<file path="config.mk">
export PLATFORM = sky130hd
export DESIGN_NAME = afbd_cells
export DESIGN_NICKNAME = d
export VERILOG_FILES = /design/src/rtl/afbd_pkg.sv /design/src/rtl/afbd_cells.sv
export SDC_FILE = /design/constraint.sdc
export NUM_CORES = 1
export LEC_CHECK = 0
export ABC_AREA = 1
export BUFFER_PORTS_ARGS = -buffer_cell sky130_fd_sc_hd__buf_4
export CAP_MARGIN = 20
export CORE_ASPECT_RATIO = 1.25
export CORE_MARGIN = 2
export CORE_UTILIZATION = 29
export CTS_CLUSTER_DIAMETER = 150
export CTS_CLUSTER_SIZE = 28
export DETAILED_ROUTE_END_ITERATION = 16
export GPL_TIMING_DRIVEN = 0
export PLACE_DENSITY = 0.58
export SLEW_MARGIN = 20
export SYNTH_ARGS = -nofsm -noshare
export SYNTH_HDL_FRONTEND = slang
export SYNTH_SLANG_ARGS = --single-unit
</file>
<file path="constraint.sdc">
create_clock -name i_clk -period 3.1 [get_ports i_clk]
set_input_delay 0.465 -clock i_clk [delete_from_list [all_inputs] [get_ports i_clk]]
set_output_delay 0.465 -clock i_clk [all_outputs]
set_load 0.05 [all_outputs]
</file>
<file path="src/rtl/afbd_pkg.sv">
`timescale 1ns / 1ps
`default_nettype none
package afbd_pkg;
    localparam int MAX_LEVELS     = 3;
    localparam int NUM_LEVELS_DEF = 3;
    localparam int EXP_DEPTH_DEF  = 256;
    localparam int QUEUE_DEPTH    = 4;

    localparam int EXT_W    = 13;
    localparam int STRIDE_W = 9;
    localparam int CELL_W   = 13;
    localparam int POS_W    = 12;
    localparam int LVL_W    = 2;
    localparam int CLS_W    = 8;
    localparam int SCORE_W  = 16;
    localparam int LOGIT_W  = 16;
    localparam int COORD_W  = 20;
    localparam int CFG_W    = 16;
    localparam int CFG_IDX_W = 3;

    localparam logic [CELL_W-1:0] MAX_CELLS = CELL_W'(4096);
    localparam logic signed [32:0] COORD_MAX = 33'sd524287;
    localparam logic signed [32:0] COORD_MIN = -33'sd524288;

    localparam logic [EXT_W-1:0]    RST_EXTENT  = EXT_W'(640);
    localparam logic [STRIDE_W-1:0] RST_STRIDE0 = STRIDE_W'(8);
    localparam logic [STRIDE_W-1:0] RST_STRIDE1 = STRIDE_W'(16);
    localparam logic [STRIDE_W-1:0] RST_STRIDE2 = STRIDE_W'(32);
    localparam logic [CLS_W-1:0]    RST_CLASSES = CLS_W'(80);
    localparam logic [15:0]         RST_THR     = 16'd19661;
    localparam logic [15:0]         RST_INV     = 16'd4096;

    typedef enum logic [CFG_IDX_W-1:0] {
        REG_GRID_EXTENT = 3'd0,
        REG_STRIDE0     = 3'd1,
        REG_STRIDE1     = 3'd2,
        REG_STRIDE2     = 3'd3,
        REG_CLASS_COUNT = 3'd4,
        REG_PROB_THR    = 3'd5,
        REG_INV_SCALE   = 3'd6
    } t_reg_idx;

    typedef struct packed {
        logic [EXT_W-1:0]                     grid_extent;
        logic [MAX_LEVELS-1:0][STRIDE_W-1:0]  stride;
        logic [CLS_W-1:0]                     class_count;
        logic [15:0]                          prob_thr;
        logic [15:0]                          inv_scale;
    } t_cfg;

    typedef struct packed {
        logic                       is_hdr;
        logic [POS_W-1:0]           col;
        logic [POS_W-1:0]           row;
        logic [STRIDE_W-1:0]        stride;
        logic [CLS_W-1:0]           cls_id;
        logic signed [LOGIT_W-1:0]  a;
        logic signed [LOGIT_W-1:0]  b;
        logic signed [LOGIT_W-1:0]  c;
        logic signed [LOGIT_W-1:0]  d;
        logic [SCORE_W-1:0]         e;
    } t_item;
endpackage
`default_nettype wire

</file>
<file path="src/rtl/afbd_cells.sv">
`timescale 1ns / 1ps
`default_nettype none
module afbd_cells #(
    parameter int NUM_LEVELS = afbd_pkg::NUM_LEVELS_DEF
) (
    input  wire logic                                                   i_clk,
    input  wire logic                                                   i_rst_n,
    input  wire logic                                                   i_start,
    input  wire logic [afbd_pkg::EXT_W-1:0]                             i_extent,
    input  wire logic [afbd_pkg::MAX_LEVELS-1:0][afbd_pkg::STRIDE_W-1:0] i_stride,
    output logic [afbd_pkg::MAX_LEVELS-1:0][afbd_pkg::CELL_W-1:0]       o_cells,
    output logic                                                        o_busy
);
    import afbd_pkg::*;

    localparam logic [3:0] TOP_BIT = 4'(EXT_W - 1);

    logic                                  r_run;
    logic [LVL_W-1:0]                      r_lvl;
    logic [3:0]                            r_bit;
    logic [STRIDE_W-1:0]                   r_rem;
    logic [EXT_W-1:0]                      r_quo;
    logic [MAX_LEVELS-1:0][CELL_W-1:0]     r_cells;

    logic [STRIDE_W:0]    trial;
    logic                 ge;
    logic [STRIDE_W-1:0]  n_rem;
    logic [EXT_W-1:0]     n_quo;

    // restoring divide, one quotient bit per cycle
    always_comb begin
        trial = {r_rem, i_extent[r_bit]};
        ge    = trial >= {1'b0, i_stride[r_lvl]};
        n_rem = ge ? STRIDE_W'(trial - {1'b0, i_stride[r_lvl]}) : STRIDE_W'(trial);
        n_quo = {r_quo[EXT_W-2:0], ge};
    end

    always_ff @(posedge i_clk) begin
        if (!i_rst_n || i_start) begin
            r_run <= 1'b1;
            r_lvl <= '0;
            r_bit <= TOP_BIT;
            r_rem <= '0;
            r_quo <= '0;
            if (!i_rst_n) begin
                r_cells <= '0;
            end
        end else if (r_run) begin
            if (r_bit == 4'd0) begin
                r_cells[r_lvl] <= (n_quo > MAX_CELLS) ? MAX_CELLS : n_quo;
                r_rem <= '0;
                r_quo <= '0;
                r_bit <= TOP_BIT;
                if (r_lvl == LVL_W'(NUM_LEVELS - 1)) begin
                    r_run <= 1'b0;
                end else begin
                    r_lvl <= r_lvl + 1'b1;
                end
            end else begin
                r_rem <= n_rem;
                r_quo <= n_quo;
                r_bit <= r_bit - 1'b1;
            end
        end
    end

    assign o_cells = r_cells;
    assign o_busy  = r_run;
endmodule
`default_nettype wire

</file>
==> results of run 1 <==
[cell type report]
cell class / instances / share of cell area
tap: 168 / 0.0419
inverter: 39 / 0.0292
multi-input combinational: 338 / 0.369
clock inverter: 7 / 0.0102
clock buffer: 9 / 0.0449
sequential: 67 / 0.345
timing repair buffer: 85 / 0.135
buffer: 22 / 0.0244
[kinds of logic after synthesis]
kind of cell / after synthesis
simple gates: 186
compound gates: 137
flops: 67
buf+inv: 61
fa+ha+maj: 13
xor+xnor: 2
[cells in the mapped netlist, drive strengths merged]
master and instances:
o21bai 1, a21oi 70, nand3 29, nor3b 1
clkbuf 17, xor2 2, nor2 36, a2bb2oi 8
or2 1, nand4 1, fa 1, and2 1
dfxtp 28, o21ai 57, a211oi 1, edfxtp 39
inv 39, nand3b 2, ha 12, buf 5
nand2 111, nor3 4
[sequential cells by signal, summed over array words and instances (netlist names)]
name and cells:
r_quo 12, r_rem 9, r_lvl 2, o_busy 1
o_cells 39, r_bit 4
[final timing paths]
check                              start          end  slack, ps  depth (start not counted)
worst max-delay path            r_bit[0]  o_cells[35]        230                         19
worst min-delay path            r_rem[6]     r_rem[6]        490                          2
worst max register to register  r_bit[0]  o_cells[35]        230                         19
worst min register to register  r_rem[6]     r_rem[6]        490                          2
[placed cells by master, fill, tap and decap left out, types with 15 or more instances in the layout]
| cell type | netlist | final |
|---|---|---|
| edfxtp_1 | 39 | 39 |
| nand3_1 | 27 | 27 |
| dfxtp_1 | 28 | 27 |
| buf_4 | 2 | 85 |
| inv_1 | 36 | 35 |
| nor2_1 | 33 | 32 |
| a21oi_1 | 57 | 55 |
| nand2_1 | 98 | 98 |
| o21ai_0 | 57 | 55 |
| clkbuf_1 | 17 | 15 |
[power by group]
| part | internal (W) | switching (W) | total [W] |
|---|---|---|---|
| Sequential | 0.000987 | 0.0000271 | 0.00101 |
| Clock | 0.000544 | 0.000394 | 0.000939 |
| Combinational | 0.000135 | 0.000256 | 0.000391 |
| Total | 0.00167 | 0.000678 | 0.00234 |
[worst max-delay path, cell delays in order (launching register included)]
cell,delay [ps]
dfxtp_1,310
buf_4,160
inv_2,70
o21ai_0,170
nand3_1,90
nand2_1,80
and2_1,130
ha_1,150
inv_1,80
fa_1,380
nand2_1,100
nand2_1,110
nand3_2,90
nand2_1,100
nand2_2,120
nand3_2,110
nand2_4,110
clkbuf_16,170
nand2_4,80
a21oi_2,120
[repair_timing]
action,in CTS,in global routing
setup buffers,0,1
endpoints found under the setup margin,42,45
pin swaps,0,1
gates resized for setup,3,12
cloned,0,1
[routing by layer]
metal / wire, um / global-route usage / part of all wire
met2: 5340 / 0.263 / 0.50
met1: 4670 / 0.191 / 0.44
met5: 0 / 0 / 0
met3: 461 / 0.0346 / 0.043
met4: 146 / 0.0483 / 0.014
[per-stage QoR]
step                 util  power (W)  area, sq um  instances
floorplan               -    0.00128         3820        466
global placement    0.363    0.00141         4640        716
detailed placement  0.366    0.00142         4680        717
CTS                 0.388    0.00236         4960        733
global route        0.393    0.00243         5020        735
finish              0.393    0.00234         5020        735
==> results.toml, run 1 <==
[synthesis]
yosysTopAreaCell = "edfxtp_1"
synth-seq-cells = 67
syn-cell-area_sq_um = 3810
synth_fa_ha_area_frac = 0.0446
synth-compound-area-share = 0.202
synth_area_per_cell_sq_um = 8.18
synth_mux_area_frac = 0
seq_area_frac_synth = 0.454
ys.warnings.count = 0
ys_top_cells_by_area = "edfxtp_1, dfxtp_1, nand2_1"
synth-simple-area-share = 0.226
synth_top_area_share = 0.307
synth_top_family_by_area = "simple AND/OR/NAND/NOR gates"
synth-xor-area-share = 0.00459
synthCells = 466
ys_types = 31
syn_nets = 522

[drt]
routedWlPerCell_um = 14.4
drcViolationCount = 0
routed_wl_um = 10600
drtIter0Drc = 185
viasPerCell = 4.85
dr.pass1.iters = 4
ant_nets = 0
vias = 3562

[grt]
track_usage = 0.154
grt_pass1_wl_um = 17600
antenna_found_initial = 0
grt_remaining_overflow = 0
grt_max_degree = 24
grt_pass1_vias = 3561

[clock_tree]
hold_buffers = 0
clk_pin_slew_ps = 60
cts.sink_count = 67
cts_tree = "done"
worstSkewPairLatency_ps = 330
cts-buffers-inserted = 9
clock-root-buffer = "clkbuf_16"
cts_buffer_depth = 2
htree_num_levels = 3

[sta]
setup_violations = 0
drv_slew = 0
layout_setup_ws_ps = 232
worstMarginPinSlew_ps = 672
fin_setup_tns_ps = 0
fin_crit_ps = 2870
rsz0062_at_grt = "false"
skew_ps = 8.42
slew-limit-headroom = 0.551
max_freq_ghz = 0.349
whs_ps = 495
finalHoldViolations = 0
fin_crit_sh = 0.925

[layout]
multiInputGateArea_sq_um = 1850
drive_above_1_share = 0.265
fill_cells = 1327
area_growth_pct = 31.5
diodes = 0
regArea_sq_um = 1730
finish.net_count = 618

[placed_design]
gp_congestion = 0.903
place_hpwl_um = 8090
port_buffers = 82
post-place-ws_ps = -125

[critical_path]
arrival_ps = 3060
worstSetupPathType = "reg2reg"
required_ps = 3290
end_kind = "flip-flop"
startpoint_type = "flip-flop"
cp_max_fo = 10

[floorplanning]
core_area_sq_um = 12800
initial_core_util = 0.298
io_pins = 83
die_w_um = 107
die_area_sq_um = 14100
die_h_um = 132
row_count = 46

[run_status]
status = "finished clean"

[hold_path]
hp-class = "reg2reg"

[power]
p_leak_nw = 2.12
p_per_area_nw_per_um2 = 467
ir_drop_mv = 0.398

[run]
drv_cap = 0
(Power assumes the default switching activity.)
==> inputs of run 2 (changes only) <==
--- a/config.mk
+++ b/config.mk
@@ -8,14 +8,15 @@
 export ABC_AREA = 1
 export BUFFER_PORTS_ARGS = -buffer_cell sky130_fd_sc_hd__buf_4
 export CAP_MARGIN = 20
-export CORE_ASPECT_RATIO = 1.25
+export CELL_PAD_IN_SITES_DETAIL_PLACEMENT = 1
+export CELL_PAD_IN_SITES_GLOBAL_PLACEMENT = 1
 export CORE_MARGIN = 2
 export CORE_UTILIZATION = 29
 export CTS_CLUSTER_DIAMETER = 150
 export CTS_CLUSTER_SIZE = 28
 export DETAILED_ROUTE_END_ITERATION = 16
 export GPL_TIMING_DRIVEN = 0
-export PLACE_DENSITY = 0.58
+export PLACE_DENSITY = 0.71
 export SLEW_MARGIN = 20
 export SYNTH_ARGS = -nofsm -noshare
 export SYNTH_HDL_FRONTEND = slang
==> run 2 against run 1 <==
Clock skew is essentially flat. Sequential power about the same. Highest routed layer unchanged. Critical path type unchanged. Global-route usage grew 1.3 points. Sequential share of layout area fell by 0.41 points.
==> results.toml, run 2 (same netlist as run 1, synthesis figures left out) <==
[run_status]
status = "finished clean"

[layout]
design_area_sq_um = 5080
mostFrequentLayoutCell = "nand2_1"
diodes = 0
largest_reg_flops = 39
finish.utilization = 0.399
final_cell_count_no_fill = 740
multiInputGateArea_sq_um = 1850
final_cell_mix = "nand2_1, buf_4, o21ai_0"
fill_cells = 1581
regArea_sq_um = 1730
finish.net_count = 619
area_growth_pct = 33.2
drive_above_1_share = 0.269

[critical_path]
reg2reg_slack_ps = 240
path_buf_inv = 3
required_ps = 3180
critical_path.top_delay_family = "simple AND/OR/NAND/NOR gates"
arrival_ps = 2930
cp-startpoint = "r_bit[0]"
r2r_cells = 19
crit_end = "o_cells[35]"
max_stage_delay_ps = 310
cp_max_fo = 10
startpoint_type = "flip-flop"
reg2reg_from = "r_bit[0]"
end_kind = "flip-flop"
r2r-end = "o_cells[35]"
worst_path_max_delay_cell = "dfxtp_1"
path_cells = "buf_6, nor2_1, nand2_1, a21oi_1, nand2_1, and2_1, ha_1, inv_1, fa_2, nand2_1, nand2_1, nand3_2, nand2_2, nand2_2, nand3_2, nand2_4, clkbuf_16, nand2_4, a21oi_2"
cp_common_cell = "nand2_1"
crit_cells = 19
worstSetupPathType = "reg2reg"

[grt]
use_met2 = 0.262
grt_pass1_wl_um = 18900
grt_remaining_overflow = 0
gr-max-usage-layer = "met2"
grt_pass1_vias = 3649
gr-usage-met1 = 0.227
use_met3 = 0.0333
grt_max_degree = 17
antenna_found_initial = 0
track_usage = 0.167

[power]
p_leak_nw = 2.14
p_switching_w = 0.000707
clkPwrFrac = 0.425
p_per_area_nw_per_um2 = 485
p_sw_frac = 0.287
ir_drop_mv = 0.247
p_int_w = 0.00176
seqPwrFrac = 0.412
p_comb_frac = 0.163

[placed_design]
gp_congestion = 0.838
port_buffers = 82
placed_cell_area_sq_um = 4710
place_hpwl_um = 8860
placedCellCount = 722

[hold_path]
hp-class = "reg2reg"
holdPathStages = 2

[clock_tree]
cts-buffers-inserted = 9
clock-root-buffer = "clkbuf_16"
htree_num_levels = 3
hold_buffers = 0
clk_pin_slew_ps = 60
cts_tree = "done"
cts.sink_count = 67
cts_buffer_depth = 2
worstSkewPairLatency_ps = 340

[sta]
slew-limit-headroom = 0.577
drv_slew = 0
fin_crit_ps = 2860
setup_violations = 0
worstMarginPinSlew_ps = 632
skew_ps = 8.26
finalHoldViolations = 0
max_freq_ghz = 0.350
fin_crit_sh = 0.921

[floorplanning]
io_pins = 83
initial_core_util = 0.300
die_w_um = 119
core_area_sq_um = 12700
row_count = 41
die_area_sq_um = 14100
die_h_um = 119

[run]
drv_cap = 0

[drt]
drcViolationCount = 0
routed_wl_um = 11800
ant_nets = 0
vias = 3589
dr.pass1.iters = 6
drtIter0Drc = 177
routedWlPerCell_um = 15.9
viasPerCell = 4.85
[run 2: cell types whose count changed in the layout (fill, tap and decap cells not counted), sizes merged]
cell	change
buf	+1
bufinv	+1
clkinv	-1
[run 2: final cells by class]
type                    instances  area share
well taps                     172      0.0424
repair buffers                 86       0.138
multi-input cells             338       0.365
inverters                      39      0.0288
plain buffers                  22      0.0249
clock inverters                 7      0.0150
flip-flops and latches         67       0.341
clock buffers                   9      0.0443
[run 2: through the flow]
stage	worst slack (ps)	hold slack (ps)	power, W	TNS (ps)
after floorplan	572	457	0.00128	0
after global placement	-49.2	481	0.00141	-93.7
after detailed placement	-116	487	0.00143	-1890
after CTS	50.4	496	0.00247	0
after global routing	-9.59	531	0.00254	-19.7
final	244	495	0.00246	0
[run 2: repair_timing]
item	in CTS	in global routing
pin swaps	0	0
gates resized for setup	4	12
buffers inserted	0	1
cloned	0	1
setup endpoints to repair	38	45
[run 2: power by group through the flow]
stage                     registers (W)  clock network (W)  logic [W]
after floorplan                 0.00115                  0   0.000127
after global placement          0.00103                  0   0.000376
after detailed placement        0.00103                  0   0.000399
after CTS                       0.00102            0.00106   0.000402
after global routing            0.00102            0.00109   0.000433
final                           0.00102            0.00105   0.000402
[run 2: worst min path at each step]
stage | from | slack [ps] | end
2_1_floorplan | r_rem[5] | 460 | r_rem[5]
3_3_place_gp | r_quo[11] | 480 | r_quo[11]
3_5_place_dp | r_rem[6] | 490 | r_rem[6]
4_1_cts | r_rem[6] | 500 | r_rem[6]
5_1_grt | r_rem[6] | 530 | r_rem[6]
6_report | r_rem[6] | 490 | r_rem[6]
[run 2: per-layer routing]
| layer | vias up | wire length (um) |
|---|---|---|
| li1 | 1787 | - |
| met1 | 1707 | 5580 |
| met2 | 85 | 5400 |
| met3 | 10 | 629 |
| met4 | 0 | 140 |
| met5 | - | 0 |
[run 2: tightest hold or removal path: stages, from the launching register on]
cell and delay [ps]:
dfxtp_1 330, nand2_1 70, a21oi_1 60
