--- config.mk ---
export PLATFORM = sky130hd
export DESIGN_NAME = afbd_front
export DESIGN_NICKNAME = d
export VERILOG_FILES = /design/src/rtl/afbd_pkg.sv /design/src/rtl/afbd_front.sv
export SDC_FILE = /design/constraint.sdc
export NUM_CORES = 1
export LEC_CHECK = 0
export BUFFER_PORTS_ARGS = -buffer_cell sky130_fd_sc_hd__buf_2
export CAP_MARGIN = 15
export CORE_AREA = 2 2 134 136
export DETAILED_ROUTE_END_ITERATION = 10
export DIE_AREA = 0 0 136 138
export PLACE_DENSITY = 0.61
export SLEW_MARGIN = 20
export SYNTH_ARGS = -nofsm -noshare
export SYNTH_HDL_FRONTEND = slang
export SYNTH_SLANG_ARGS = --single-unit
--- constraint.sdc ---
create_clock -name i_clk -period 4.7 [get_ports i_clk]
set_input_delay 0 -clock i_clk [delete_from_list [all_inputs] [get_ports i_clk]]
set_output_delay 0 -clock i_clk [all_outputs]
set_load 0.02 [all_outputs]
--- src/rtl/afbd_pkg.sv ---
`timescale 1ns / 1ps
`default_nettype none
package afbd_pkg;
    localparam int MAX_LEVELS     = 3;
    localparam int NUM_LEVELS_DEF = 3;
    localparam int EXP_DEPTH_DEF  = 256;
    localparam int QUEUE_DEPTH    = 4;

    localparam int EXT_W    = 13;
    localparam int STRIDE_W = 9;
    localparam int CELL_W   = 13;
    localparam int POS_W    = 12;
    localparam int LVL_W    = 2;
    localparam int CLS_W    = 8;
    localparam int SCORE_W  = 16;
    localparam int LOGIT_W  = 16;
    localparam int COORD_W  = 20;
    localparam int CFG_W    = 16;
    localparam int CFG_IDX_W = 3;

    localparam logic [CELL_W-1:0] MAX_CELLS = CELL_W'(4096);
    localparam logic signed [32:0] COORD_MAX = 33'sd524287;
    localparam logic signed [32:0] COORD_MIN = -33'sd524288;

    localparam logic [EXT_W-1:0]    RST_EXTENT  = EXT_W'(640);
    localparam logic [STRIDE_W-1:0] RST_STRIDE0 = STRIDE_W'(8);
    localparam logic [STRIDE_W-1:0] RST_STRIDE1 = STRIDE_W'(16);
    localparam logic [STRIDE_W-1:0] RST_STRIDE2 = STRIDE_W'(32);
    localparam logic [CLS_W-1:0]    RST_CLASSES = CLS_W'(80);
    localparam logic [15:0]         RST_THR     = 16'd19661;
    localparam logic [15:0]         RST_INV     = 16'd4096;

    typedef enum logic [CFG_IDX_W-1:0] {
        REG_GRID_EXTENT = 3'd0,
        REG_STRIDE0     = 3'd1,
        REG_STRIDE1     = 3'd2,
        REG_STRIDE2     = 3'd3,
        REG_CLASS_COUNT = 3'd4,
        REG_PROB_THR    = 3'd5,
        REG_INV_SCALE   = 3'd6
    } t_reg_idx;

    typedef struct packed {
        logic [EXT_W-1:0]                     grid_extent;
        logic [MAX_LEVELS-1:0][STRIDE_W-1:0]  stride;
        logic [CLS_W-1:0]                     class_count;
        logic [15:0]                          prob_thr;
        logic [15:0]                          inv_scale;
    } t_cfg;

    typedef struct packed {
        logic                       is_hdr;
        logic [POS_W-1:0]           col;
        logic [POS_W-1:0]           row;
        logic [STRIDE_W-1:0]        stride;
        logic [CLS_W-1:0]           cls_id;
        logic signed [LOGIT_W-1:0]  a;
        logic signed [LOGIT_W-1:0]  b;
        logic signed [LOGIT_W-1:0]  c;
        logic signed [LOGIT_W-1:0]  d;
        logic [SCORE_W-1:0]         e;
    } t_item;
endpackage
`default_nettype wire

--- src/rtl/afbd_front.sv ---
`timescale 1ns / 1ps
`default_nettype none
module afbd_front #(
    parameter int NUM_LEVELS = afbd_pkg::NUM_LEVELS_DEF
) (
    input  wire logic                                               i_clk,
    input  wire logic                                               i_rst_n,
    input  wire afbd_pkg::t_cfg                                     i_cfg,
    input  wire logic [afbd_pkg::MAX_LEVELS-1:0][afbd_pkg::CELL_W-1:0] i_cells,
    input  wire logic                                               i_cells_busy,
    input  wire logic                                               i_valid,
    output logic                                                    o_stall,
    input  wire logic                                               i_func,
    input  wire logic                                               i_frame_start,
    input  wire logic signed [afbd_pkg::LOGIT_W-1:0]                i_offset_x,
    input  wire logic signed [afbd_pkg::LOGIT_W-1:0]                i_offset_y,
    input  wire logic signed [afbd_pkg::LOGIT_W-1:0]                i_log_w,
    input  wire logic signed [afbd_pkg::LOGIT_W-1:0]                i_log_h,
    input  wire logic [afbd_pkg::SCORE_W-1:0]                       i_objectness,
    input  wire logic [afbd_pkg::SCORE_W-1:0]                       i_class_score,
    input  wire logic                                               i_full,
    output logic                                                    o_push,
    output afbd_pkg::t_item                                         o_item
);
    import afbd_pkg::*;

    logic [POS_W-1:0] r_col, r_row;
    logic [LVL_W-1:0] r_lvl;
    logic [CLS_W-1:0] r_cls;

    logic [POS_W-1:0]      col_c, row_c, n_col, n_row;
    logic [LVL_W-1:0]      lvl_c, n_lvl;
    logic [CLS_W-1:0]      n_cls;
    logic [MAX_LEVELS-1:0] has;
    logic [CELL_W-1:0]     cells_c;
    logic [POS_W:0]        col1, row1;
    logic                  accept, pass;

    function automatic logic [LVL_W-1:0] next_level(input logic [LVL_W:0] from,
                                                    input logic [MAX_LEVELS-1:0] h);
        logic [LVL_W-1:0] r;
        r = '0;
        for (int l = NUM_LEVELS - 1; l >= 0; l--) begin
            if (h[l]) r = LVL_W'(l);
        end
        for (int l = NUM_LEVELS - 1; l >= 0; l--) begin
            if (h[l] && (l >= int'(from))) r = LVL_W'(l);
        end
        return r;
    endfunction

    always_comb begin
        for (int l = 0; l < MAX_LEVELS; l++) begin
            has[l] = i_cells[l] != '0;
        end
        col_c   = i_frame_start ? '0 : r_col;
        row_c   = i_frame_start ? '0 : r_row;
        lvl_c   = i_frame_start ? next_level('0, has) : r_lvl;
        cells_c = i_cells[lvl_c];
        col1    = {1'b0, col_c} + 1'b1;
        row1    = {1'b0, row_c} + 1'b1;
        pass    = r_cls < i_cfg.class_count;
        n_col   = col_c;
        n_row   = row_c;
        n_lvl   = lvl_c;
        n_cls   = r_cls;
        if (!i_func) begin
            n_cls = '0;
            if (col1 >= cells_c) begin
                n_col = '0;
                if (row1 >= cells_c) begin
                    n_row = '0;
                    n_lvl = next_level({1'b0, lvl_c} + 1'b1, has);
                end else begin
                    n_row = row1[POS_W-1:0];
                end
            end else begin
                n_col = col1[POS_W-1:0];
            end
        end else if (pass) begin
            n_cls = r_cls + 1'b1;
        end
    end

    assign o_stall = i_full || i_cells_busy;
    assign accept  = i_valid && !o_stall;
    assign o_push  = accept && (!i_func || pass);

    always_comb begin
        o_item.is_hdr = !i_func;
        o_item.col    = col_c;
        o_item.row    = row_c;
        o_item.stride = i_cfg.stride[lvl_c];
        o_item.cls_id = r_cls;
        o_item.a      = i_offset_x;
        o_item.b      = i_offset_y;
        o_item.c      = i_log_w;
        o_item.d      = i_log_h;
        o_item.e      = i_func ? i_class_score : i_objectness;
    end

    always_ff @(posedge i_clk) begin
        if (!i_rst_n) begin
            r_col <= '0;
            r_row <= '0;
            r_lvl <= '0;
            r_cls <= '0;
        end else if (accept) begin
            r_col <= n_col;
            r_row <= n_row;
            r_lvl <= n_lvl;
            r_cls <= n_cls;
        end
    end
endmodule
`default_nettype wire

==> flow_metrics.env, run 1 <==
export IMPL_outcome="complete, no violations"
export IMPL_cellPowerDensity_nw_per_um2=190
export IMPL_slew_viol_final=0
export IMPL_cts_root_buf="clkbuf_16"
export IMPL_crit_required_ns=4.87
export IMPL_wl_mm=13.4
export IMPL_io_pins=346
export IMPL_synthTopCellsByArea="dfxtp_1, buf_4, ha_1"
export IMPL_multi_input_area_sq_um=3000
export IMPL_wl_met2_mm=6.36
export IMPL_synth_cell_types=61
export IMPL_r2r_cells=14
export IMPL_maxCapViolCount=0
export IMPL_areaGrowthSynthToFinish_pct=18.2
export IMPL_seq_area_sq_um=681
export IMPL_leakage_nw=2.57
export IMPL_min_period_over_period=0.822
export IMPL_cts_clk_slew_worst_paths_ns=0.06
export IMPL_cts_resized=0
export IMPL_ys_seq_elements=34
export IMPL_r2r_start="r_col[0]"
export IMPL_worst_setup_path_type="flip-flop to flip-flop"
export IMPL_max_freq_mhz=259
export IMPL_postCtsHoldBufs=0
export IMPL_worst_ep_arrival_time_ns=4.03
export IMPL_dp_worst_setup_slack_ns=0.735
export IMPL_yosysTopAreaCell="dfxtp_1"
export IMPL_viasPerCell=4.93
export IMPL_min_period_ns=3.86
export IMPL_cp_startpoint="r_col[0]"
export IMPL_syn_inst=554
export IMPL_top_layer="met4"
export IMPL_endpoint="r_lvl[0]"
export IMPL_drt_met1_wl_mm=5.89
export IMPL_synth_most_common_cell="buf_4"
export IMPL_hold_class="primary input to output pin"
export IMPL_crit_chain="nor2b_1 -> ha_1 -> nand4b_4 -> or3_1 -> or3_1 -> nand2_1 -> ha_1 -> a21oi_1 -> o21ai_0 -> a311o_1 -> o21ai_1 -> buf_4 -> nor4b_1 -> a311o_1"
export IMPL_met3_wirelength_microns=941
export IMPL_cts_tree="yes"
export IMPL_ys_flop_type="dfxtp_1"
export IMPL_yosys_area_top_type_share=0.157
export IMPL_startpoint_type="flip-flop"
export IMPL_antenna_left=0
export IMPL_critPathMaxFanout=14
export IMPL_hold_violations=0
export IMPL_rsz0062_at_grt="no"
export IMPL_slew_headroom=0.490
export IMPL_syn_nets=812
export IMPL_detailed_place_hpwl_mm=10.6
export IMPL_post_cts_setup_buffers=0
export IMPL_cts_buffer_depth=2
export IMPL_io_buffers=172
export IMPL_first_iter_violations=262
export IMPL_overflow=0
export IMPL_max_stage_delay_ns=0.50
export IMPL_die_area_sq_um=18800
export IMPL_cp_depth=14
export IMPL_first_global_vias=3862
export IMPL_row_count=49
export IMPL_drc=0
export IMPL_path_delay_family="simple AND/OR/NAND/NOR gates"
export IMPL_grt_first_pass_wirelength_mm=20.4
export IMPL_finalSetupViolCount=0
export IMPL_grt_start_max_net_pins=32
export IMPL_gp_congestion=0.832
export IMPL_firstDrtPassIters=5
export IMPL_fill_cells=1918
export IMPL_antenna_found_initial=0
export IMPL_clock_latency_ns=0.28
export IMPL_fin_tns_setup_ns=0
export IMPL_die_w_microns=136
export IMPL_syn_area_sq_um=4340
export IMPL_synth_avg_cell_area_sq_um=7.83
export IMPL_grt_usage=0.134
export IMPL_async_flop_share=0
export IMPL_start_util=0.248
export IMPL_core_area_sq_um=17500
export IMPL_wl_per_cell_microns=15.3
export IMPL_ys_seq_area_frac=0.157
export IMPL_fin_ws_ns=0.837
export IMPL_htreeDepth=2
export IMPL_ir_drop_uv=140
export IMPL_dr_total_vias=4336
export IMPL_cpMaxStageDelayCell="or3_1"
export IMPL_finalClockSkew_ns=0.00429
export IMPL_drive_gt1_frac=0.362
export IMPL_worstMarginPinSlew_ns=0.758
export IMPL_clock_sinks=34
export IMPL_rr_endpoint="r_lvl[0]"
export IMPL_final_nets=907
export IMPL_cp_end_kind="flip-flop"
export IMPL_synthTopCellsByCount="buf_4, a21oi_1, nor2_1, ha_1, dfxtp_1"
export IMPL_antenna_cells=0
export IMPL_cp_num_buf_inv=1
export IMPL_cts_made_buffers=5
export IMPL_reg2reg_slack_ns=0.84
export IMPL_synth_edf_count=0
export IMPL_die_h_microns=138
export IMPL_ys_warnings_count=0
## power by group
part	internal, mW	switching (mW)	total [mW]
clock network	0.318	0.130	0.449
logic	0.0942	0.129	0.224
registers	0.295	0.00590	0.301
total	0.708	0.266	0.973
## kinds of logic (layout without fill, tap and decap cells)
family / after synthesis / in the layout / share of synthesized area
AND/OR/NAND/NOR: 189 / 189 / 0.255
buffers and inverters: 105 / 201 / 0.153
flip-flops: 34 / 34 / 0.157
adder cells (fa/ha/maj): 36 / 36 / 0.104
multiplexers: 38 / 38 / 0.0922
XOR/XNOR: 18 / 18 / 0.0363
AO/OA/AOI/OAI: 134 / 134 / 0.202
## layout make-up
type	count	area share
clock inverter	2	0.0117
multi-input combinational	415	0.584
clock buffer	6	0.0271
timing repair buffer	180	0.179
inverter	13	0.00951
tap	229	0.0558
sequential	34	0.133
## registers in the layout, summed over array words and instances, names as in the netlist
register  cells
r_lvl         2
r_col        12
r_cls         8
r_row        12
## how the worst min path moves through the flow
stage	startpoint	endpoint	slack (ns)	depth (start not counted)
6_report	i_offset_x[11]	o_item[75]	0.000008	0
5_1_grt	i_log_w[4]	o_item[36]	0.00003	0
4_1_cts	i_log_h[1]	o_item[17]	0.0001	0
3_5_place_dp	i_log_h[1]	o_item[17]	0.0001	0
3_3_place_gp	i_log_h[1]	o_item[17]	0.0001	0
2_1_floorplan	i_frame_start	o_item[118]	0.1	1
## placed cells by master, fill, tap and decap left out, drive strengths merged, types with 6 or more instances in the layout
master and instances:
clkbuf 6, nand4 6, o21ai 40, and3 6
mux2i 22, xor2 14, mux2 16, a21o 6
a21oi 49, ha 36, nand3 21, buf 180
nor4 8, or3 7, nand2 37, inv 12
nand3b 14, dfxtp 34, nor2 37, nor2b 27
## stage by stage
stage | cell area, sq um | hold slack, ns | cells | power, mW | util
finish | 5130 | 0.00000774 | 879 | 0.973 | 0.293
global route | 5130 | 0.0000310 | 879 | 1.02 | 0.293
CTS | 5130 | 0.000137 | 879 | 0.982 | 0.293
detailed placement | 4930 | 0.000137 | 871 | 0.531 | 0.281
global placement | 4930 | 0.000137 | 871 | 0.529 | 0.281
floorplan | 4340 | 0.0988 | 554 | 0.509 | -
## per-layer routing
metal | vias to the layer above | track usage
met2 | 165 | 0.227
met4 | 0 | 0.0384
met5 | - | 0
met3 | 21 | 0.0213
li1 | 2136 | -
met1 | 2014 | 0.175
Power figures use the tool's default switching activity.
==> run 2: changes to the inputs <==
==> constraint.sdc (replaced) <==
create_clock -name i_clk -period 3.6 [get_ports i_clk]
set_input_delay 0 -clock i_clk [delete_from_list [all_inputs] [get_ports i_clk]]
set_output_delay 0 -clock i_clk [all_outputs]
set_load 0.02 [all_outputs]
==> flow_metrics.env, run 2 (same netlist as run 1, synthesis figures left out) <==
export IMPL_cts_buffer_depth=2
export IMPL_detailed_place_hpwl_mm=11.5
export IMPL_dr_total_vias=4314
export IMPL_outcome="complete, no violations"
export IMPL_critPathMaxFanout=7
export IMPL_leakage_nw=2.64
export IMPL_grt_first_pass_wirelength_mm=21.7
export IMPL_core_area_sq_um=17500
export IMPL_crit_required_ns=3.82
export IMPL_worst_ep_arrival_time_ns=3.61
export IMPL_r2r_cells=14
export IMPL_ir_drop_uv=206
export IMPL_fin_ws_ns=0.206
export IMPL_antenna_found_initial=0
export IMPL_io_pins=346
export IMPL_min_period_over_period=0.943
export IMPL_maxCapViolCount=0
export IMPL_start_util=0.248
export IMPL_cts_resized=0
export IMPL_cts_root_buf="clkbuf_16"
export IMPL_grt_start_max_net_pins=32
export IMPL_crit_chain="nor2b_4 -> ha_4 -> nand4b_4 -> or3_1 -> or3_1 -> nand2_1 -> ha_1 -> a21oi_1 -> o21ai_0 -> a311o_1 -> o21ai_4 -> buf_4 -> a21o_1 -> o221a_2"
export IMPL_power_total_mw=1.14
export IMPL_startpoint_type="flip-flop"
export IMPL_hold_class="primary input to output pin"
export IMPL_reg_largest_list="r_col: 12 flops, r_row: 12 flops, r_cls: 8 flops"
export IMPL_cpMaxStageDelayCell="or3_1"
export IMPL_post_cts_setup_buffers=0
export IMPL_die_w_microns=136
export IMPL_worst_setup_path_type="flip-flop to flip-flop"
export IMPL_path_delay_family="simple AND/OR/NAND/NOR gates"
export IMPL_final_common_cell="buf_2"
export IMPL_layout_common_cells="buf_2, a21oi_1, nor2_1"
export IMPL_min_period_ns=3.39
export IMPL_finalSetupViolCount=0
export IMPL_max_freq_mhz=295
export IMPL_post_route_util=0.301
export IMPL_hold_slack_ns=0.00000775
export IMPL_antenna_left=0
export IMPL_placed_cells=887
export IMPL_hold_violations=0
export IMPL_finalClockSkew_ns=0.00605
export IMPL_max_stage_delay_ns=0.43
export IMPL_cts_tree="yes"
export IMPL_rsz0062_at_grt="no"
export IMPL_cp_end_kind="flip-flop"
export IMPL_finalNonFillerCells=895
export IMPL_fin_tns_setup_ns=0
export IMPL_cellPowerDensity_nw_per_um2=215
export IMPL_antenna_cells=0
export IMPL_final_nets=923
export IMPL_whs_path_depth=0
export IMPL_cts_clk_slew_worst_paths_ns=0.06
export IMPL_clock_sinks=34
export IMPL_areaGrowthSynthToFinish_pct=21.5
export IMPL_post_dp_cell_area_sq_um=5110
export IMPL_worstMarginPinSlew_ns=0.734
export IMPL_r2r_start="r_col[1]"
export IMPL_grt_usage=0.142
export IMPL_first_iter_violations=183
export IMPL_first_global_vias=4125
export IMPL_drive_gt1_frac=0.386
export IMPL_cp_depth=14
export IMPL_htreeDepth=2
export IMPL_viasPerCell=4.82
export IMPL_die_h_microns=138
export IMPL_row_count=49
export IMPL_hold_start="i_log_h[9]"
export IMPL_wl_mm=14.0
export IMPL_cp_num_buf_inv=1
export IMPL_cts_made_buffers=5
export IMPL_design_area_sq_um=5270
export IMPL_slew_headroom=0.506
export IMPL_wl_per_cell_microns=15.7
export IMPL_firstDrtPassIters=4
export IMPL_dp_worst_setup_slack_ns=0.130
export IMPL_io_buffers=172
export IMPL_crit_top_cell="or3_1"
export IMPL_clock_latency_ns=0.28
export IMPL_gp_congestion=0.837
export IMPL_die_area_sq_um=18800
export IMPL_overflow=0
export IMPL_postCtsHoldBufs=0
export IMPL_cp_startpoint="r_col[1]"
export IMPL_drc=0
export IMPL_fill_cells=1909
export IMPL_slew_viol_final=0
-- run 2: worst paths after layout --
check / endpoint / slack [ns]
setup / recovery: r_row[4] / 0.21
hold / removal: o_item[25] / 0.000008
setup reg to reg: r_row[4] / 0.21
hold reg to reg: r_cls[7] / 0.50
-- run 2: per-layer routing --
metal | vias to the layer above | GRT usage | wire [microns]
met5 | - | 0.0106 | 23
met1 | 1983 | 0.180 | 5910
met4 | 2 | 0.0186 | 74
met2 | 141 | 0.228 | 6380
met3 | 12 | 0.0634 | 1630
li1 | 2176 | - | -
-- run 2: final cells by class --
| cell class | count | area [sq um] | share of cell area |
|---|---|---|---|
| multi-input combinational | 415 | 3040 | 0.577 |
| sequential | 34 | 681 | 0.129 |
| clock buffer | 7 | 143 | 0.0271 |
| inverter | 13 | 48.8 | 0.00925 |
| tap | 229 | 287 | 0.0543 |
| timing repair buffer | 196 | 1070 | 0.202 |
| clock inverter | 1 | 5.00 | 0.000949 |
-- run 2: power by group --
| group | total, mW | switching [mW] | internal (mW) | leakage, nW |
|---|---|---|---|---|
| combinational | 0.303 | 0.172 | 0.131 | 2.29 |
| clock | 0.440 | 0.165 | 0.275 | 0.0739 |
| sequential | 0.392 | 0.00739 | 0.385 | 0.276 |
| total | 1.14 | 0.345 | 0.791 | 2.64 |
-- run 2: worst reg2reg max path: stages (launching register included) --
cell and delay, ns:
dfxtp_1 0.38, nor2b_4 0.19, ha_4 0.16, nand4b_4 0.11, or3_1 0.43, or3_1 0.36, nand2_1 0.12, ha_1 0.26
a21oi_1 0.18, o21ai_0 0.10, a311o_1 0.36, o21ai_4 0.21, buf_4 0.19, a21o_1 0.12, o221a_2 0.17
