## config.mk

```make
export PLATFORM = sky130hd
export DESIGN_NAME = afbd_fifo
export DESIGN_NICKNAME = d
export VERILOG_FILES = /design/src/rtl/afbd_pkg.sv /design/src/rtl/afbd_fifo.sv
export SDC_FILE = /design/constraint.sdc
export NUM_CORES = 1
export LEC_CHECK = 0
export BUFFER_PORTS_ARGS = -buffer_cell sky130_fd_sc_hd__buf_4
export CELL_PAD_IN_SITES_DETAIL_PLACEMENT = 1
export CELL_PAD_IN_SITES_GLOBAL_PLACEMENT = 1
export CORE_MARGIN = 1.5
export CORE_UTILIZATION = 40
export CTS_CLUSTER_SIZE = 30
export DETAILED_ROUTE_END_ITERATION = 16
export HOLD_SLACK_MARGIN = 0.1
export PLACE_DENSITY_LB_ADDON = 0.1
export SYNTH_ARGS = -nofsm -noshare
export SYNTH_HDL_FRONTEND = slang
export SYNTH_SLANG_ARGS = --single-unit
export TNS_END_PERCENT = 50
```

## constraint.sdc

```tcl
create_clock -name i_clk -period 5.75 [get_ports i_clk]
set_input_delay 0.575 -clock i_clk [delete_from_list [all_inputs] [get_ports i_clk]]
set_output_delay 0.575 -clock i_clk [all_outputs]
set_load 0.01 [all_outputs]
```

## src/rtl/afbd_pkg.sv

```systemverilog
`timescale 1ns / 1ps
`default_nettype none
package afbd_pkg;
    localparam int MAX_LEVELS     = 3;
    localparam int NUM_LEVELS_DEF = 3;
    localparam int EXP_DEPTH_DEF  = 256;
    localparam int QUEUE_DEPTH    = 4;

    localparam int EXT_W    = 13;
    localparam int STRIDE_W = 9;
    localparam int CELL_W   = 13;
    localparam int POS_W    = 12;
    localparam int LVL_W    = 2;
    localparam int CLS_W    = 8;
    localparam int SCORE_W  = 16;
    localparam int LOGIT_W  = 16;
    localparam int COORD_W  = 20;
    localparam int CFG_W    = 16;
    localparam int CFG_IDX_W = 3;

    localparam logic [CELL_W-1:0] MAX_CELLS = CELL_W'(4096);
    localparam logic signed [32:0] COORD_MAX = 33'sd524287;
    localparam logic signed [32:0] COORD_MIN = -33'sd524288;

    localparam logic [EXT_W-1:0]    RST_EXTENT  = EXT_W'(640);
    localparam logic [STRIDE_W-1:0] RST_STRIDE0 = STRIDE_W'(8);
    localparam logic [STRIDE_W-1:0] RST_STRIDE1 = STRIDE_W'(16);
    localparam logic [STRIDE_W-1:0] RST_STRIDE2 = STRIDE_W'(32);
    localparam logic [CLS_W-1:0]    RST_CLASSES = CLS_W'(80);
    localparam logic [15:0]         RST_THR     = 16'd19661;
    localparam logic [15:0]         RST_INV     = 16'd4096;

    typedef enum logic [CFG_IDX_W-1:0] {
        REG_GRID_EXTENT = 3'd0,
        REG_STRIDE0     = 3'd1,
        REG_STRIDE1     = 3'd2,
        REG_STRIDE2     = 3'd3,
        REG_CLASS_COUNT = 3'd4,
        REG_PROB_THR    = 3'd5,
        REG_INV_SCALE   = 3'd6
    } t_reg_idx;

    typedef struct packed {
        logic [EXT_W-1:0]                     grid_extent;
        logic [MAX_LEVELS-1:0][STRIDE_W-1:0]  stride;
        logic [CLS_W-1:0]                     class_count;
        logic [15:0]                          prob_thr;
        logic [15:0]                          inv_scale;
    } t_cfg;

    typedef struct packed {
        logic                       is_hdr;
        logic [POS_W-1:0]           col;
        logic [POS_W-1:0]           row;
        logic [STRIDE_W-1:0]        stride;
        logic [CLS_W-1:0]           cls_id;
        logic signed [LOGIT_W-1:0]  a;
        logic signed [LOGIT_W-1:0]  b;
        logic signed [LOGIT_W-1:0]  c;
        logic signed [LOGIT_W-1:0]  d;
        logic [SCORE_W-1:0]         e;
    } t_item;
endpackage
`default_nettype wire

```

## src/rtl/afbd_fifo.sv

```systemverilog
`timescale 1ns / 1ps
`default_nettype none
module afbd_fifo (
    input  wire logic            i_clk,
    input  wire logic            i_rst_n,
    input  wire logic            i_push,
    input  wire afbd_pkg::t_item i_item,
    output logic                 o_full,
    input  wire logic            i_pop,
    output afbd_pkg::t_item      o_item,
    output logic                 o_empty
);
    import afbd_pkg::*;

    localparam int AW = $clog2(QUEUE_DEPTH);

    t_item         r_mem [QUEUE_DEPTH];
    logic [AW:0]   r_wp, r_rp;

    assign o_empty = r_wp == r_rp;
    assign o_full  = (r_wp[AW-1:0] == r_rp[AW-1:0]) && (r_wp[AW] != r_rp[AW]);
    assign o_item  = r_mem[r_rp[AW-1:0]];

    always_ff @(posedge i_clk) begin
        if (i_push) begin
            r_mem[r_wp[AW-1:0]] <= i_item;
        end
    end

    always_ff @(posedge i_clk) begin
        if (!i_rst_n) begin
            r_wp <= '0;
            r_rp <= '0;
        end else begin
            if (i_push) r_wp <= r_wp + 1'b1;
            if (i_pop)  r_rp <= r_rp + 1'b1;
        end
    end
endmodule
`default_nettype wire

```

==> qor.txt, run 1 <==
Post-CTS Hold Fix Bufs: 0
Detail Placement HPWL: 21280 um
Wire length per cell after detailed routing: 23.13 um
Area share of the leading cell type in the synthesized netlist: 0.8124
Vias in the first global route: 8810
Primary flip-flop cell chosen by synthesis mapping: sky130_fd_sc_hd__edfxtp_1
Post-Synth Simple-Gate Area: 0.003954
Critical setup path kind: flop to output pin
Count of flip-flops with a built-in enable after synthesis: 488
Parity-gate share of the synthesized area counting xor and xnor cells: 0.002428
Count of routing violations after the opening detailed-route iteration: 450
Summed negative setup slack over all endpoints: 0 ps
Number of top-level pins: 250
Net Sw Power: 1.793 mW
Hold Crit Start: i_item[121]
Via count: 7943
Die Y: 215.4 um
Worst hold-check slack: 187.9 ps
Syn Inst Count: 679
Tightest Pin Transition: 975.9 ps
Post-synth top area cell: sky130_fd_sc_hd__edfxtp_1
Cts repair resizes: 0
CP required: 5180 ps
Worst flop-to-flop path endpoint: r_mem[3][71]$_DFFE_PP_
Count of nets after finishing: 1091
# H-tree levels: 2
Headroom to the max-slew limit: 0.3494
DRC violations left: 0
Critical path endpoint category: output pin
Pin count of the biggest net entering global routing: 105
Register bit total from synthesis: 496
Footprint of the multi-input gates: 2985 sq um
Fin cells: 1594
Number of buffers added by the clock tree synthesis step: 52
Routed met1 length: 15140 um
Adder-cell share of the synthesized area: 0.003468
Post-placement cell area: 20540 sq um
Power Dens Cells: 369.2 nW/um^2
Global-route usage over all layers: 0.1612
Most area-consuming cells after synthesis: sky130_fd_sc_hd__edfxtp_1 81%, sky130_fd_sc_hd__mux4_2 15%, sky130_fd_sc_hd__dfxtp_1 0.89%
Worst clock skew: 12.15 ps
Worst-Skew Late Latency: 580 ps
Num Clock Sinks: 496
Final setup violation count: 0
Flip-flop and latch area: 14820 sq um
Input/output buffers: 249
Fraction of power consumed by combinational cells: 0.102
Routed met3 length: 2452 um
Switching share of total power: 0.2194
Number of distinct library cells after synthesis: 20
Reg clk slew, reported paths: 60 ps
Initial core utilization: 0.4070
Reg2Reg Launch Point: r_wp[0]$_SDFFE_PN0P_
Total Die Area: 46380 sq um
Ratio of final minimum period to clock period: 0.5968
Design area: 22130 sq um
Gr ovfl total: 0
Worst setup slack for register-to-register paths: 3230 ps
Layout Utilization: 0.4994
Area of the mapped netlist: 18040 sq um
Largest family of logic cells by synthesized area: multiplexers
Depth of the worst hold-timing path: 1
Worst endpoint data arrival time: 2860 ps
FP Rows: 77
Antenna violations before repair: 3
Count of fill cells added during filler insertion: 3971
Count of synthesis-stage warnings from yosys: 0
Max Root-Sink Buffers: 3
Sequential share of power: 0.516
Via/cell ratio: 4.983
Commonest cells in the synthesized netlist: 488 x sky130_fd_sc_hd__edfxtp_1, 122 x sky130_fd_sc_hd__mux4_2, 13 x sky130_fd_sc_hd__buf_2
Final RePlAce weighted congestion: 0.6705
Core footprint: 44320 sq um
Result of the run: completed
Synth Area per Inst: 26.57 sq um
Clock root cell: sky130_fd_sc_hd__clkbuf_16
Wire length of the first global-routing pass: 55360 um
Routed Wire Length: 36870 um
Top layer reached by signal wires: met5
Classification of the worst-slack hold path: primary input to flop
Worst reg-to-reg path cell count: 3
Post-CTS Repair Setup Buffers: 0
Kind of launch point of the worst setup path: flop
Post-synthesis sequential area ratio: 0.8213
Placed Cells: 1498
Most numerous cell in the Yosys netlist: sky130_fd_sc_hd__edfxtp_1
FFs w/ async S/R, synth: 0
Achievable clock frequency: 291.4 MHz
Max IR drop VDD: 236.8 uV
Share of layout cells above drive strength 1: 0.4535
Final hold violation count: 0
Unrepaired setup endpoints after global routing: false
Area growth from synthesis to layout: 22.70%
Pre-Repair DR Iteration Count: 6
Min cycle time layout: 3432 ps
Number of violations of the max-capacitance limit: 0
Width of the chip: 215.4 um
Cell-internal power: 6.379 mW
Antenna-violating nets left: 0
Clock tree from TritonCTS: yes
Top fanout value on the critical path: 99
Met2 routed WL: 18430 um
Hold-critical path endpoint: r_mem[0][121]$_DFFE_PP_
Clock network fraction of total power: 0.382
Share of the synthesized area in compound gates (AO/OA/AOI/OAI): 0.001665
Final Slew Violations: 0
Post-synthesis mux area share: 0.1534
Synthesized Nets: 810
Cell leakage power: 7.367 nW
critical path, stage by stage (launching register included):
cell	delay [ps]
sky130_fd_sc_hd__dfxtp_4	670
sky130_fd_sc_hd__buf_12	670
sky130_fd_sc_hd__mux4_2	610
sky130_fd_sc_hd__buf_4	170
worst max path at each step:
| stage | from | to |
|---|---|---|
| floorplan | i_push | r_mem[3][0]$_DFFE_PP_ |
| global placement | flop | o_item[89] |
| detailed placement | flop | o_item[61] |
| CTS | flop | o_item[61] |
| global route | flop | o_item[23] |
| finish | flop | o_item[66] |
logic make-up (layout without fill, tap and decap cells):
logic type                 Yosys count  count (layout)
DFF                                496             496
muxes                              124             124
buffers and inverters               32             354
and+or+nand+nor                     13              13
adders and majority gates            5               5
xor gates and xnor gates             5               5
AOI/OAI and AO/OA                    4               4
other                                0               1
cell type report:
cell class	count	area share
flip-flops and latches	496	0.6697
multi-input cells	151	0.1349
repair buffers	256	0.08966
clock buffers	65	0.06286
well taps	592	0.03347
clock inverters	30	0.008819
inverters	3	0.0005088
diodes	1	0.0001131
registers in the layout, indices dropped and copies added (netlist names), named ones only:
name,count
r_mem,488
r_wp,3
r_rp,3
power by group through the flow:
stage | logic (mW) | clock network (mW) | registers, mW
final | 0.833 | 3.12 | 4.21
after global routing | 0.896 | 3.34 | 4.23
after CTS | 0.861 | 3.23 | 4.22
after detailed placement | 0.860 | 0 | 4.29
after global placement | 0.851 | 0 | 4.29
after floorplan | 0.458 | 0 | 4.27
through the flow:
step	setup WS, ps	total power, mW
floorplan	1603	4.729
global placement	2807	5.137
detailed placement	2833	5.153
CTS	2199	8.305
global route	2069	8.463
finish	2318	8.172
routing by layer:
metal / vias to the layer above / track usage
li1: 3501 / -
met3: 63 / 0.04784
met2: 214 / 0.2613
met5: - / 0
met1: 4161 / 0.2071
met4: 4 / 0.05781
layout by cell type, fill, tap and decap left out, drive strengths merged, types with 2 or more instances in the layout:
cell type | synthesis | layout
edfxtp | 488 | 488
buf | 24 | 256
mux4 | 122 | 122
clkbuf | 5 | 65
clkinv | 0 | 24
dfxtp | 8 | 8
inv | 3 | 6
nor2 | 5 | 5
ha | 5 | 5
and2 | 4 | 4
xnor2 | 3 | 3
xor2 | 2 | 2
mux2i | 2 | 2
a21bo | 2 | 2
nand3b | 2 | 2
a21oi | 2 | 2
bufinv | 0 | 2
Note: power is estimated with default switching activity, not from simulation.
==> run 2, diff against run 1 <==
Settings changed: ABC_AREA from default to 1.
Clock period 5.75 ns to 3.3 ns, I/O delays scaled along.
==> run 2 against run 1 <==
Against the previous run:
- first-iteration DRC count is 34% higher
- total power is 80% higher
- combinational power is 120% higher
- critical endpoint is now o_item[72]
==> qor.txt, run 2 <==
Worst-Skew Late Latency: 600 ps (+20 ps)
Synthesized Nets: 1978 (+140%)
Pre-Repair DR Iteration Count: 4 (-2)
Wire length of the first global-routing pass: 76100 um (+37%)
Count of flip-flops with a built-in enable after synthesis: 488 (unchanged)
Power Dens Cells: 559.5 nW/um^2 (+52%)
Final worst slack: 560.1 ps (-1758 ps)
DRC violations left: 0 (unchanged)
Cell leakage power: 10.89 nW (+48%)
Series of cell instances along the critical path: buf_4 > nor2_1 > nor2_1 > nand2_1 > nand2_1 > buf_4
Critical setup path kind: flop to output pin
Input/output buffers: 249 (unchanged)
Count of routing violations after the opening detailed-route iteration: 605 (+34%)
Wire length per cell after detailed routing: 16.40 um (-29%)
CP required: 2970 ps (-2210 ps)
Post-synthesis sequential area ratio: 0.7100 (-0.1113)
Clock network fraction of total power: 0.381 (about the same)
Number of violations of the max-capacitance limit: 0 (unchanged)
WP buf/inv: 2 (unchanged)
FP Rows: 83 (+7.8%)
Detail Placement HPWL: 29430 um (+38%)
Pin count of the biggest net entering global routing: 93 (-11%)
Area of the mapped netlist: 20870 sq um (+16%)
Register bit total from synthesis: 496 (unchanged)
Antenna violations before repair: 7 (+4)
Layout Utilization: 0.5113 (+0.01190)
Min cycle time layout: 2740 ps
Area growth from synthesis to layout: 25.97%
Number of top-level pins: 250 (unchanged)
Worst clock skew: 9.398 ps (-2.749 ps)
Post-CTS Hold Fix Bufs: 126 (+126)
Clock tree from TritonCTS: yes
Switching share of total power: 0.2379 (+0.01853)
Flip-flop and latch area: 14820 sq um (about the same)
Critical-path cell with the highest stage delay: sky130_fd_sc_hd__dfxtp_4
Cell-internal power: 11.21 mW (+76%)
Count of fill cells added during filler insertion: 5470 (+38%)
Hold Crit Start: i_item[59]
Tightest Pin Transition: 688.5 ps (-287.4 ps)
Global-route usage over all layers: 0.1834 (+0.02220)
Most numerous cell in the Yosys netlist: sky130_fd_sc_hd__nand2_1
Die Y: 231.4 um (+7.4%)
Post-synth top area cell: sky130_fd_sc_hd__edfxtp_1
Summed negative setup slack over all endpoints: 0 ps (unchanged)
Worst setup timing slack at the placement stage: 1130 ps (-1703 ps)
Area share of the leading cell type in the synthesized netlist: 0.7023 (-0.1100)
Sequential share of power: 0.495 (-0.021)
Reg clk slew, reported paths: 60 ps (about the same)
Cts repair resizes: 0 (unchanged)
CP delay by family, top: flip-flops
Max Root-Sink Buffers: 3 (unchanged)
Max IR drop VDD: 449.5 uV (+90%)
Fin cells: 2948 (+85%)
Count of nets after finishing: 2353 (+120%)
Vias in the first global route: 14060 (+60%)
Gr ovfl total: 0 (unchanged)
FFs w/ async S/R, synth: 0 (unchanged)
Count of synthesis-stage warnings from yosys: 0 (unchanged)
Flip-flop count of the largest register after layout: 488 (unchanged)
Critical path endpoint category: output pin
Kind of launch point of the worst setup path: flop
Headroom to the max-slew limit: 0.5410 (+0.1916)
Placed Cells: 2720 (+82%)
Synth Area per Inst: 11.30 sq um (-57%)
Ratio of final minimum period to clock period: 0.8303
Final Slew Violations: 0 (unchanged)
Result of the run: completed
Core footprint: 51410 sq um (+16%)
Via count: 13530 (+70%)
Reg2Reg Launch Point: r_wp[0]$_SDFFE_PN0P_
Number of distinct library cells after synthesis: 20 (unchanged)
Most frequent cells in the layout: 506 x sky130_fd_sc_hd__nand2_1, 488 x sky130_fd_sc_hd__edfxtp_1, 260 x sky130_fd_sc_hd__buf_4, 250 x sky130_fd_sc_hd__inv_1, 178 x sky130_fd_sc_hd__nor2_1
Achievable clock frequency: 365.0 MHz
Syn Inst Count: 1847 (+170%)
Top fanout value on the critical path: 53 (-46%)
Worst endpoint data arrival time: 2410 ps (-450 ps)
Final setup violation count: 0 (unchanged)
Delay of the slowest critical-path stage: 730 ps (+60 ps)
Antenna-violating nets left: 0 (unchanged)
Fraction of power consumed by combinational cells: 0.124 (+0.022)
Primary flip-flop cell chosen by synthesis mapping: sky130_fd_sc_hd__edfxtp_1
Share of layout cells above drive strength 1: 0.2405 (-0.2130)
Commonest cells in the synthesized netlist: 506 x sky130_fd_sc_hd__nand2_1, 488 x sky130_fd_sc_hd__edfxtp_1, 254 x sky130_fd_sc_hd__inv_1
Net Sw Power: 3.499 mW (+95%)
Most area-consuming cells after synthesis: sky130_fd_sc_hd__edfxtp_1 70%, sky130_fd_sc_hd__nand2_1 9.1%, sky130_fd_sc_hd__inv_1 4.6%
Footprint of the multi-input gates: 4519 sq um (+51%)
Width of the chip: 231.4 um (+7.4%)
Final RePlAce weighted congestion: 0.7373 (+10%)
Post-CTS Repair Setup Buffers: 0 (unchanged)
Number of buffers added by the clock tree synthesis step: 54 (+3.8%)
Final hold violation count: 0 (unchanged)
Routed Wire Length: 48360 um (+31%)
Num Clock Sinks: 496 (unchanged)
Via/cell ratio: 4.589 (-7.9%)
Leading cell type in the layout, fill and taps excluded: sky130_fd_sc_hd__nand2_1
Initial core utilization: 0.4059 (-0.001140)
Unrepaired setup endpoints after global routing: false
Total Die Area: 53540 sq um (+15%)
Clock root cell: sky130_fd_sc_hd__clkbuf_16
# H-tree levels: 2 (unchanged)
PnR Total Power: 14.71 mW (+80%)
Classification of the worst-slack hold path: primary input to flop
run 2: cell types whose count changed after synthesis, sizes merged, moves of 4 or more:
cell,delta
and2,-4
buf,+45
clkbuf,+6
inv,+252
mux4,-122
nand2,+506
nand3,+123
nor2,+247
or2,+122
run 2: cells by family (layout without fill, tap and decap cells):
group	Yosys count	after routing	share of synthesized area
buf+inv	335	754	0.07340
simple gates	1003	1003	0.2113
xor+xnor	2	2	0.0008397
flops	496	496	0.7100
compound gates	6	6	0.001439
fa+ha+maj	5	5	0.002998
other cells	0	2	0
run 2: power by group through the flow:
stage	registers [mW]	clock network [mW]	logic, mW
after floorplan	7.40	0	0.944
after global placement	7.40	0	1.69
after detailed placement	7.41	0	1.73
after CTS	7.28	5.76	1.87
after global routing	7.30	6.00	2.02
final	7.28	5.61	1.82
run 2: cell type report:
type,count,area share
timing repair buffer,399,0.1321
antenna,2,0.0001904
sequential,496,0.5638
clock inverter,28,0.005808
tap,680,0.03237
multi-input combinational,1016,0.1719
clock buffer,72,0.05641
inverter,255,0.03737
run 2: worst paths after layout:
kind | end | slack [ps] | cells after the start
worst max-delay path | o_item[72] | 560 | 6
worst min-delay path | r_mem[3][59]$_DFFE_PP_ | 470 | 2
worst max register to register | r_mem[2][83]$_DFFE_PP_ | 1250 | 5
worst min register to register | r_wp[2]$_SDFFE_PN0P_ | 550 | 2
run 2: per-stage QoR:
step	instance area, sq um	hold WS, ps
floorplan	20870	428.9
global placement	23380	528.2
detailed placement	23380	532.6
CTS	26280	432.0
global route	26280	456.5
finish	26280	473.0
run 2: layer usage:
metal	vias to the layer above	global-route usage	wire length [um]
met4	10	0.04800	908
li1	6647	-	-
met1	6589	0.2311	21010
met2	205	0.3197	24220
met3	76	0.03851	2152
met5	-	0	67
==> run 3, diff against run 2 <==
Clock period 3.3 ns to 2.73 ns, I/O delays scaled along.
==> run 3 against run 2 <==
Against the previous run:
- routed wire length rose by 1.5%
- die area unchanged
- clock-buffer cell count did not move
- via count rose by 0.10%
- non-clock buffer count up 12
- sequential power grew 21%
- setup slack worse by 270 ps
- combinational power is 25% higher
- utilization increased by 0.69 points
- global-route usage up 0.18 points
- final area up 1.3%
- flip-flop and latch count is the same
- largest cell class unchanged
==> qor.txt, run 3 (synthesized netlist as in run 2, its figures left out) <==
Result of the run: completed
Count of nets after finishing: 2365 (+0.51%)
Via count: 13540 (+0.10%)
Antenna violations before repair: 4 (-3)
FP Rows: 83 (unchanged)
Hold-critical path endpoint: r_mem[3][37]$_DFFE_PP_
Critical-path cell with the highest stage delay: sky130_fd_sc_hd__dfxtp_4
Vias in the first global route: 14360 (+2.2%)
Classification of the worst-slack hold path: primary input to flop
Placed Cells: 2732 (+0.44%)
Core footprint: 51410 sq um (unchanged)
Count of routing violations after the opening detailed-route iteration: 598 (-1.2%)
Min cycle time layout: 2445 ps
Input/output buffers: 249 (unchanged)
Wire length per cell after detailed routing: 16.59 um (+1.1%)
Worst flop-to-flop path endpoint: r_mem[2][121]$_DFFE_PP_
Cell leakage power: 11.03 nW (+1.3%)
Worst-Skew Late Latency: 590 ps (about the same)
Max IR drop VDD: 467.5 uV (+4.0%)
Ratio of final minimum period to clock period: 0.8955
Width of the chip: 231.4 um (unchanged)
Power Dens Cells: 684.6 nW/um^2 (+22%)
Max Root-Sink Buffers: 3 (unchanged)
Via/cell ratio: 4.578 (-0.23%)
Number of violations of the max-capacitance limit: 0 (unchanged)
Worst endpoint data arrival time: 2170 ps (-240 ps)
Reg2Reg Launch Point: r_wp[0]$_SDFFE_PN0P_
Delay of the slowest critical-path stage: 600 ps (-130 ps)
Clock root cell: sky130_fd_sc_hd__clkbuf_16
Flip-flop count of the largest register after layout: 488 (unchanged)
Worst clock skew: 16.19 ps (+6.792 ps)
Most frequent cells in the layout: 502 x sky130_fd_sc_hd__nand2_1, 488 x sky130_fd_sc_hd__edfxtp_1, 265 x sky130_fd_sc_hd__buf_4, 248 x sky130_fd_sc_hd__inv_1, 178 x sky130_fd_sc_hd__nor2_1
Achievable clock frequency: 409.0 MHz
Worst reg-to-reg path cell count: 5 (unchanged)
Final Slew Violations: 0 (unchanged)
Worst setup timing slack at the placement stage: 640.8 ps (-489.7 ps)
Tightest Pin Transition: 750.7 ps (+62.24 ps)
Wire length of the first global-routing pass: 76850 um (+0.99%)
Final RePlAce weighted congestion: 0.7208 (-2.2%)
CP required: 2460 ps (-510 ps)
Gr ovfl total: 0 (unchanged)
Cts repair resizes: 0 (unchanged)
Share of layout cells above drive strength 1: 0.2530 (+0.01245)
Detail Placement HPWL: 30530 um (+3.8%)
Die Y: 231.4 um (unchanged)
Final worst slack: 285.2 ps (-274.8 ps)
Worst hold-check slack: 423.4 ps (-49.56 ps)
Initial core utilization: 0.4059 (unchanged)
# H-tree levels: 2 (unchanged)
Total Die Area: 53540 sq um (unchanged)
Pin count of the biggest net entering global routing: 81 (-13%)
Leading cell type in the layout, fill and taps excluded: sky130_fd_sc_hd__nand2_1
PnR Total Power: 18.24 mW (+24%)
Post-CTS Repair Setup Buffers: 0 (unchanged)
Critical path endpoint category: output pin
Antenna-violating nets left: 0 (unchanged)
DRC violations left: 0 (unchanged)
Headroom to the max-slew limit: 0.4985 (-0.04255)
Series of cell instances along the critical path: buf_4 > nor2_1 > nor2_1 > nand2_1 > nand2_1 > buf_4
Unrepaired setup endpoints after global routing: false
Kind of launch point of the worst setup path: flop
Clock tree from TritonCTS: yes
Reg clk slew, reported paths: 60 ps (about the same)
Final hold violation count: 0 (unchanged)
Post-CTS Hold Fix Bufs: 126 (unchanged)
Final setup violation count: 0 (unchanged)
Num Clock Sinks: 496 (unchanged)
Layout Utilization: 0.5182 (+0.006888)
Top fanout value on the critical path: 40 (-25%)
Number of buffers added by the clock tree synthesis step: 54 (unchanged)
Fin cells: 2958 (+0.34%)
Critical setup path kind: flop to output pin
Worst setup slack for register-to-register paths: 730 ps (-520 ps)
Pre-Repair DR Iteration Count: 5 (+1)
Routed Wire Length: 49070 um (+1.5%)
Area growth from synthesis to layout: 27.67%
Hold Crit Start: i_item[37]
Depth of the worst hold-timing path: 2 (unchanged)
Number of top-level pins: 250 (unchanged)
Global-route usage over all layers: 0.1852 (+0.001755)
-- run 3: cell count changes in the layout (fill, tap and decap cells not counted), sizes merged --
cell | before | now
diode | 2 | 1
clkinvlp | 3 | 5
buf | 273 | 285
clkinv | 25 | 20
bufinv | 1 | 4
inv | 254 | 253
-- run 3: worst max-delay path by stage --
stage,from,endpoint,slack [ps],cells after the start
after global placement,r_wp[0]$_SDFFE_PN0P_,r_mem[2][46]$_DFFE_PP_,670,5
final,flop,o_item[66],290,6
after global routing,flop,o_item[66],70,6
after CTS,flop,o_item[66],190,6
after detailed placement,r_wp[0]$_SDFFE_PN0P_,r_mem[2][64]$_DFFE_PP_,640,5
after floorplan,r_wp[0]$_SDFFE_PN0P_,r_mem[0][0]$_DFFE_PP_,-90,4
-- run 3: critical path: cells and delay by family, from the launching register on --
kind	cells	cell delay (ps)
buffers and inverters	2	570
and+or+nand+nor	4	410
DFF	1	600
-- run 3: layout make-up --
class                   instances  area, sq um
repair buffers                411         3651
inverters                     255        984.7
flip-flops and latches        496        14830
fillers                      5452        24770
clock buffers                  72         1523
well taps                     680        850.8
multi-input cells            1016         4569
diodes                          1        2.502
clock inverters                27        231.5
-- run 3: per-stage QoR --
step	TNS, ps	instance area, sq um
3_3_place_gp	0	23620
5_1_grt	0	26640
2_1_floorplan	-40700	20940
6_report	0	26640
3_5_place_dp	0	23620
4_1_cts	0	26640
-- run 3: routing by layer --
| layer | track usage | up-vias | wire length, um | part of all wire |
|---|---|---|---|---|
| li1 | - | 6666 | - | - |
| met1 | 0.2235 | 6570 | 20560 | 0.42 |
| met2 | 0.3276 | 225 | 24920 | 0.51 |
| met3 | 0.04872 | 74 | 2674 | 0.054 |
| met4 | 0.04636 | 6 | 885 | 0.018 |
| met5 | 0 | - | 31 | 0.00063 |
-- run 3: report_power, final --
group | internal (mW) | switching (mW) | leakage (nW)
clock network | 4.27 | 2.91 | 0.862
logic | 0.995 | 1.27 | 5.62
registers | 8.71 | 0.0823 | 4.55
